## src/rtl/rdf_pkg.sv

```systemverilog
`timescale 1ns / 1ps
// ----------------------------------------------------------------------------
// rdf_pkg
// Shared types and constants of the repeater duplicate filter.
// ----------------------------------------------------------------------------
package rdf_pkg;

	// Default number of entries in the recent-transaction table.
	localparam int unsigned DEF_TABLE_DEPTH = 16;

	// Configuration register indexes and the width of the write port.
	localparam int unsigned CFG_IDX_W  = 2;
	localparam int unsigned CFG_DATA_W = 32;
	localparam logic [CFG_IDX_W-1:0] REG_ENABLE    = 2'd0;
	localparam logic [CFG_IDX_W-1:0] REG_MAX_HOP   = 2'd1;
	localparam logic [CFG_IDX_W-1:0] REG_DEV_ADDR  = 2'd2;
	localparam logic [CFG_IDX_W-1:0] REG_EXPIRE_MS = 2'd3;

	// Register values after reset.
	localparam logic        RST_ENABLE    = 1'b0;
	localparam logic [3:0]  RST_MAX_HOP   = 4'd4;
	localparam logic [7:0]  RST_DEV_ADDR  = 8'd1;
	localparam logic [31:0] RST_EXPIRE_MS = 32'd5000;

	// Header fields of one received packet.
	typedef struct packed {
		logic [7:0]  dest_addr;
		logic [3:0]  hop;
		logic [7:0]  reg_addr;
		logic [7:0]  func_code;
		logic [7:0]  packet_seq;
		logic [31:0] now_ms;
	} in_t;

	// Decision for one packet.
	typedef struct packed {
		logic        repeat_res;
		logic [3:0]  out_hop;
		logic [7:0]  out_src_addr;
	} out_t;

	// One entry of the recent-transaction table.
	typedef struct packed {
		logic        valid;
		logic [7:0]  reg_addr;
		logic [7:0]  func_code;
		logic [7:0]  packet_seq;
		logic [31:0] time_ms;
	} entry_t;

endpackage

```

## src/rtl/repeater_duplicate_filter_unit.sv

```systemverilog
`timescale 1ns / 1ps
// ----------------------------------------------------------------------------
// repeater_duplicate_filter_unit
// Decides whether a flooding repeater retransmits a received packet.
// ----------------------------------------------------------------------------
// A packet is taken when start is high and busy is low. In turn, its header is
// registered, every table cell compares its entry with it, and the cell results
// are combined, the decision is made and, on a repeat, the table shifts one
// place with the packet written at the head. The result appears on the cycle
// after that, for one cycle only with done high, and must be taken then: the
// receiver cannot stall. busy is already low in that cycle, so a new packet may
// start at once; none is taken while one is in flight. The user must write the
// configuration registers through wr_en, wr_index and wr_data only while the
// block is idle; the block itself does not enforce it.
// ----------------------------------------------------------------------------
module repeater_duplicate_filter_unit
	import rdf_pkg::*;
#(
	parameter int unsigned TABLE_DEPTH = DEF_TABLE_DEPTH
) (
	input  logic                  clk,
	input  logic                  arst_n,
	input  logic                  start,
	output logic                  busy,
	input  in_t                   packet,
	output logic                  done,
	output out_t                  result,
	input  logic                  wr_en,
	input  logic [CFG_IDX_W-1:0]  wr_index,
	input  logic [CFG_DATA_W-1:0] wr_data
);

	typedef enum logic [1:0] {
		ST_IDLE,
		ST_CMP,
		ST_DECIDE
	} state_t;

	state_t            state_q;
	in_t               pkt_s1;
	logic              enable_q;
	logic [3:0]        max_hop_q;
	logic [7:0]        dev_addr_q;
	logic [31:0]       expire_ms_q;
	logic              done_q;
	out_t              result_q;
	logic              accept;
	logic              shift;
	logic              any_hit;
	logic              rep;
	entry_t            head_entry;
	entry_t            chain [TABLE_DEPTH+1];
	logic [TABLE_DEPTH-1:0] hits;

	assign accept = start && (state_q == ST_IDLE);
	assign busy   = (state_q != ST_IDLE);

	// Configuration registers.
	always_ff @(posedge clk or negedge arst_n) begin
		if (!arst_n) begin
			enable_q    <= RST_ENABLE;
			max_hop_q   <= RST_MAX_HOP;
			dev_addr_q  <= RST_DEV_ADDR;
			expire_ms_q <= RST_EXPIRE_MS;
		end else if (wr_en) begin
			case (wr_index)
				REG_ENABLE:    enable_q    <= wr_data[0];
				REG_MAX_HOP:   max_hop_q   <= wr_data[3:0];
				REG_DEV_ADDR:  dev_addr_q  <= wr_data[7:0];
				REG_EXPIRE_MS: expire_ms_q <= wr_data[31:0];
				default: ;
			endcase
		end
	end

	// Packet header register.
	always_ff @(posedge clk) begin
		if (accept) begin
			pkt_s1 <= packet;
		end
	end

	// Decision from the registered cell results.
	assign any_hit = |hits;
	assign rep     = enable_q && (pkt_s1.dest_addr != dev_addr_q) &&
		(pkt_s1.hop < max_hop_q) && !any_hit;
	assign shift   = (state_q == ST_DECIDE) && rep;

	// New head entry written on a repeat.
	assign head_entry.valid      = 1'b1;
	assign head_entry.reg_addr   = pkt_s1.reg_addr;
	assign head_entry.func_code  = pkt_s1.func_code;
	assign head_entry.packet_seq = pkt_s1.packet_seq;
	assign head_entry.time_ms    = pkt_s1.now_ms;
	assign chain[0]              = head_entry;

	// Row of table cells; each passes its entry to the next on a shift.
	for (genvar g = 0; g < TABLE_DEPTH; g++) begin : g_cell
		rdf_cell u_cell (
			.clk       (clk),
			.arst_n    (arst_n),
			.shift     (shift),
			.entry_in  (chain[g]),
			.probe     (pkt_s1),
			.expire_ms (expire_ms_q),
			.entry_out (chain[g+1]),
			.hit       (hits[g])
		);
	end

	// Sequencer with the registered result transaction.
	always_ff @(posedge clk or negedge arst_n) begin
		if (!arst_n) begin
			state_q  <= ST_IDLE;
			done_q   <= 1'b0;
			result_q <= '0;
		end else begin
			done_q <= 1'b0;
			case (state_q)
				ST_IDLE: begin
					if (accept) begin
						state_q <= ST_CMP;
					end
				end
				ST_CMP: begin
					state_q <= ST_DECIDE;
				end
				ST_DECIDE: begin
					state_q                <= ST_IDLE;
					done_q                 <= 1'b1;
					result_q.repeat_res    <= rep;
					result_q.out_hop       <= rep ? 4'(pkt_s1.hop + 4'd1) : 4'd0;
					result_q.out_src_addr  <= rep ? dev_addr_q : 8'd0;
				end
				default: begin
					state_q <= ST_IDLE;
				end
			endcase
		end
	end

	assign done   = done_q;
	assign result = result_q;

	// A result transaction follows only the decision step.
	a_done_after_decide: assert property (@(posedge clk) disable iff (!arst_n)
		done |-> $past(state_q) == ST_DECIDE)
		else $error("result without a decision step");

	// A packet taken keeps the block busy on the next cycle.
	a_accept_busy: assert property (@(posedge clk) disable iff (!arst_n)
		(start && !busy) |=> busy)
		else $error("accepted packet did not make the block busy");

	// A packet that is not repeated gives zero fields.
	a_no_repeat_zero: assert property (@(posedge clk) disable iff (!arst_n)
		(done && !result.repeat_res) |-> (result.out_hop == 4'd0 &&
		result.out_src_addr == 8'd0))
		else $error("non-repeat result carries non-zero fields");

	// After a repeat the head of the table holds a valid entry.
	a_head_valid: assert property (@(posedge clk) disable iff (!arst_n)
		shift |=> chain[1].valid)
		else $error("table head not valid after a repeat");

endmodule

```

## src/rtl/rdf_cell.sv

```systemverilog
`timescale 1ns / 1ps
// ----------------------------------------------------------------------------
// rdf_cell
// One place of the recent-transaction table: holds an entry, compares it with
// the packet under test and hands it on to the next place on a shift.
// ----------------------------------------------------------------------------
module rdf_cell
	import rdf_pkg::*;
(
	input  logic        clk,
	input  logic        arst_n,
	input  logic        shift,
	input  entry_t      entry_in,
	input  in_t         probe,
	input  logic [31:0] expire_ms,
	output entry_t      entry_out,
	output logic        hit
);

	entry_t      entry_q;
	logic        hit_q;
	logic [31:0] age;
	logic        match;

	// Age wraps modulo 2^32; a matching entry younger than the expiry suppresses.
	assign age   = probe.now_ms - entry_q.time_ms;
	assign match = entry_q.valid &&
		(entry_q.reg_addr == probe.reg_addr) &&
		(entry_q.func_code == probe.func_code) &&
		(entry_q.packet_seq == probe.packet_seq) &&
		(age < expire_ms);

	// The entry and the compare result are cleared at reset; the whole entry,
	// valid bit and payload together, moves on a shift.
	always_ff @(posedge clk or negedge arst_n) begin
		if (!arst_n) begin
			entry_q <= '0;
			hit_q   <= 1'b0;
		end else begin
			hit_q <= match;
			if (shift) begin
				entry_q <= entry_in;
			end
		end
	end

	assign entry_out = entry_q;
	assign hit       = hit_q;

endmodule
```

## config.mk

```make
export PLATFORM = sky130hd
export DESIGN_NAME = repeater_duplicate_filter_unit
export DESIGN_NICKNAME = d
export VERILOG_FILES = /design/src/rtl/rdf_pkg.sv /design/src/rtl/repeater_duplicate_filter_unit.sv /design/src/rtl/rdf_cell.sv
export SDC_FILE = /design/constraint.sdc
export NUM_CORES = 2
export LEC_CHECK = 0
export BUFFER_PORTS_ARGS = -buffer_cell sky130_fd_sc_hd__buf_2
export CAP_MARGIN = 5
export CELL_PAD_IN_SITES_DETAIL_PLACEMENT = 1
export CELL_PAD_IN_SITES_GLOBAL_PLACEMENT = 2
export CORE_MARGIN = 10
export CORE_UTILIZATION = 37
export DETAILED_ROUTE_END_ITERATION = 12
export PLACE_DENSITY_LB_ADDON = 0.1
export SLEW_MARGIN = 10
export SYNTH_ARGS = -nofsm -noshare
export SYNTH_HDL_FRONTEND = slang
export SYNTH_SLANG_ARGS = --single-unit
```

## constraint.sdc

```tcl
create_clock -name clk -period 5.05 [get_ports clk]
set_input_delay 1.01 -clock clk [delete_from_list [all_inputs] [get_ports clk]]
set_output_delay 1.01 -clock clk [all_outputs]
set_load 0.03 [all_outputs]
```

==> results by group <==
Floorplan
  – Number of cell rows: 168
  – Initial core utilization: 0.371
  – Die span in x: 478 microns
  – I/O pin cnt: 121
  – Area of the core region: 209000 sq um
  – Die Outline Area: 228000 sq um
  – Chip Height: 478 microns

STA
  – Max Slew Vio Count: 0
  – F_max: 197 MHz
  – RSZ-0062 raised after global routing: yes
  – Headroom to the max-slew limit: 0.173
  – Final critical path time including I/O delays and setup: 5.07 ns
  – Final cycle utilization of the critical path: 1.00
  – Setup WS post-layout: -0.0172 ns
  – Transition time of the tightest slew-check pin: 1.23 ns
  – Final count of negative-setup-slack endpoints: 2
  – Final worst clock skew: 0.0487 ns
  – Hold violation count in the final report: 0

Critical path
  – Worst r2r path cells: 22
  – Launch point of the worst reg-to-reg path: chain[913]
  – Kind of critical path: flip-flop to flip-flop
  – Slowest CP cell: sky130_fd_sc_hd__edfxtp_1
  – Highest fanout seen on the critical path: 7
  – Crit. Startpoint: chain[913]
  – Startpoint type of the worst setup path: flip-flop
  – Endpoint required time on the critical path: 5.81 ns
  – Critical path data arrival time: 5.83 ns
  – Capture point of the worst reg-to-reg path: g_cell[8].u_cell.hit
  – Flop-to-flop setup slack: -0.02 ns
  – Timing endpoint of the critical path: g_cell[8].u_cell.hit
  – Delay of the slowest cell on the worst path: 0.46 ns
  – Critical Path Sink Type: flip-flop
  – Crit-path cells: buf_6 -> buf_4 -> clkbuf_16 -> ha_1 -> nor2b_1 -> o31a_1 -> o31a_1 -> o311a_4 -> o41ai_4 -> o21ai_4 -> buf_4 -> a31oi_4 -> a2bb2oi_4 -> xnor2_1 -> ha_1 -> a211o_1 -> a221oi_2 -> o21ai_1 -> a31oi_1 -> o21bai_1 -> a21oi_2 -> o21a_1

Flow run
  – Max capacitance violation total: 0

Yosys
  – Seq/Total Area, Yosys: 0.345
  – Syn Nets: 10195
  – Adder-Cell Fraction of Synth Area: 0.165
  – Compound-cell area share of the yosys netlist: 0.173
  – Count of distinct cell types in the synthesized netlist: 94
  – Post-synthesis register bit count: 1057
  – Post-Synthesis Cell Area: 77600 sq um
  – Average cell area after synthesis: 8.55 sq um
  – Async set-or-reset flop fraction in the synthesized netlist: 0.936
  – Synth Instances: 9077
  – Fraction of synthesized cell area in xor and xnor cells: 0.0966
  – Synth Area in Simple Gates: 0.169
  – Most used DFF post-synth: sky130_fd_sc_hd__dfrtp_1
  – Count of warnings emitted by yosys: 0
  – Fraction of synthesized area in multiplexers: 0.00653
  – Post-synth EDFFs: 68
  – Combinational family with the most area after synthesis: compound AO/OA/AOI/OAI gates

CTS
  – Clock transition at the registers of the reported paths: 0.06 ns
  – Later-pin clock latency in the skew report: 0.82 ns
  – Clock H-tree levels: 4
  – Clock sink count: 1057
  – Cell at the root of the clock tree: sky130_fd_sc_hd__clkbuf_16
  – Hold Buf Count CTS: 0
  – Inserted Clock Buffers: 139
  – Max Root-Sink Buffers: 3
  – Clock tree from TritonCTS: yes

Pwr
  – Switching power of the nets: 15200 uW
  – Int Pwr: 22400 uW
  – Part of the power in the clock network: 0.276
  – Proportion of total power due to net switching: 0.404
  – Worst voltage drop across the vdd grid: 0.361 mV
  – Sequential group share of total power: 0.275
  – Post-route total power: 37600 uW
  – Static Leakage: 0.0422 uW
  – PD cells: 409 nW/um^2
  – Part of the power in combinational logic: 0.448

Global route
  – Total congestion overflow: 0
  – Pin count of the biggest net entering global routing: 234
  – GRT Resource Usage Total: 0.259
  – Antenna violations before repair: 12
  – Vias in the first global route: 70895
  – Wire length of the first global-routing pass: 456000 microns

Detailed routing
  – First drt pass iteration count: 5
  – Average vias per placed instance: 5.37
  – Total number of vias: 67314
  – Total length of routed wires: 305000 microns
  – Drt wl/cell: 24.3 microns
  – Drt first-iter violations: 3683
  – Count of antenna-violating nets left after detailed routing: 0
  – Post-detailed-route DRC marker count: 0

Cells and area
  – Final nets: 10734
  – Layout cell share with drive strength beyond 1: 0.129
  – Most frequent cells in the layout: sky130_fd_sc_hd__nand2_1, sky130_fd_sc_hd__dfrtp_1, sky130_fd_sc_hd__ha_1
  – Syn-to-layout area delta: 18.3%
  – Cell area after layout: 91800 sq um
  – Most common cell after layout, fill and taps aside: sky130_fd_sc_hd__nand2_1

Placement
  – Placed cell area: 84800 sq um
  – Estimated wirelength of the detail-placed design: 236000 microns
  – Weighted congestion at the end of routability-driven global placement: 0.869
  – Buffers added on ports: 120
  – Placement Setup Slack: -1.33 ns

Worst hold path
  – Worst min-delay path category: input port to asynchronous set/reset pin

Run status
  – Failing checks: negative setup slack
  – Result of the run: finished, violations left
[cell usage after synthesis (70+ instances only)]
cell type	count	area share
sky130_fd_sc_hd__nand3_1	112	0.0072
sky130_fd_sc_hd__nand2b_1	83	0.0067
sky130_fd_sc_hd__dfrtp_1	982	0.32
sky130_fd_sc_hd__xnor2_1	589	0.066
sky130_fd_sc_hd__nand4_1	183	0.015
sky130_fd_sc_hd__a21o_1	357	0.035
sky130_fd_sc_hd__inv_1	626	0.030
sky130_fd_sc_hd__o21a_1	90	0.0087
sky130_fd_sc_hd__nor3_1	70	0.0045
sky130_fd_sc_hd__nand2_1	1986	0.096
sky130_fd_sc_hd__xor2_1	267	0.030
sky130_fd_sc_hd__ha_1	996	0.16
sky130_fd_sc_hd__a21oi_1	511	0.033
sky130_fd_sc_hd__nor2b_1	99	0.0080
sky130_fd_sc_hd__nor2_1	280	0.014
sky130_fd_sc_hd__o21ai_0	717	0.046
sky130_fd_sc_hd__clkbuf_1	281	0.014
[metal layers]
layer | global-route usage | part of all wire | up-vias | wire length [microns]
li1 | - | - | 32365 | -
met1 | 0.349 | 0.47 | 33818 | 143000
met2 | 0.446 | 0.48 | 771 | 146000
met3 | 0.0239 | 0.024 | 356 | 7170
met4 | 0.0652 | 0.027 | 4 | 8300
met5 | 0 | 0.000089 | - | 27
[cell type report]
| class | count | area (sq um) |
|---|---|---|
| repair buffers | 695 | 5450 |
| clock inverters | 59 | 762 |
| clock buffers | 196 | 4000 |
| fillers | 24352 | 117000 |
| inverters | 627 | 2350 |
| multi-input cells | 7096 | 48900 |
| well taps | 2805 | 3510 |
| flip-flops and latches | 1057 | 26800 |
| diodes | 2 | 5.00 |
[worst max-delay path: cells and delay by family, from the launching register on]
family / cells / cell delay [ns]
AO/OA/AOI/OAI: 14 / 3.06
XOR/XNOR: 1 / 0.14
adder cells (fa/ha/maj): 2 / 0.54
buffers and inverters: 4 / 0.66
flip-flops: 1 / 0.46
AND/OR/NAND/NOR: 1 / 0.15
[worst min path at each step]
stage               start                        endpoint  cells after the start
6_report           arst_n  g_cell[3].u_cell.entry_out[11]                      1
5_1_grt            arst_n  g_cell[3].u_cell.entry_out[11]                      1
4_1_cts            arst_n  g_cell[3].u_cell.entry_out[11]                      1
3_5_place_dp   state_q[1]                      state_q[1]                      1
3_3_place_gp   state_q[1]                      state_q[1]                      1
2_1_floorplan  state_q[1]                      state_q[1]                      1
[per-stage QoR]
step / TNS [ns] / utilization / std cells / hold slack, ns
after CTS: -0.176 / 0.432 / 12474 / 0.186
after detailed placement: -6.03 / 0.405 / 12193 / 0.446
after global placement: -4.72 / 0.405 / 12193 / 0.430
final: -0.0185 / 0.439 / 12537 / 0.198
after global routing: -1.50 / 0.439 / 12536 / 0.208
after floorplan: 0 / - / 9077 / 0.417
[sequential cells by signal, summed over array words and instances (netlist names)]
name and cells:
chain 56, done 1, g_cell.u_cell.entry_out 912, result 13
state_q 2, max_hop_q 4, g_cell.u_cell.hit 16, pkt_s1 12
dev_addr_q 8, enable_q 1, expire_ms_q 32
[what timing repair did]
item | in CTS | in global routing
pin swaps | 58 | 157
cloned | 0 | 1
setup buffers | 26 | 61
resized for setup | 109 | 215
setup endpoints to repair | 16 | 16
[power groups by stage]
| stage | clock (uW) | combinational, uW | sequential (uW) |
|---|---|---|---|
| 2_1_floorplan | 0 | 9950 | 10200 |
| 3_3_place_gp | 0 | 15600 | 10500 |
| 3_5_place_dp | 0 | 16000 | 10500 |
| 4_1_cts | 10600 | 16300 | 10400 |
| 5_1_grt | 11000 | 18700 | 10500 |
| 6_report | 10400 | 16800 | 10300 |
[cell families (layout without fill, tap and decap cells)]
group,after synthesis,in the layout
AND/OR/NAND/NOR,3018,3018
AO/OA/AOI/OAI,2165,2165
flip-flops,1057,1057
adder cells (fa/ha/maj),1012,1012
buffers and inverters,924,1577
XOR/XNOR,856,856
multiplexers,45,45
other,0,2
(Power assumes the default switching activity.)
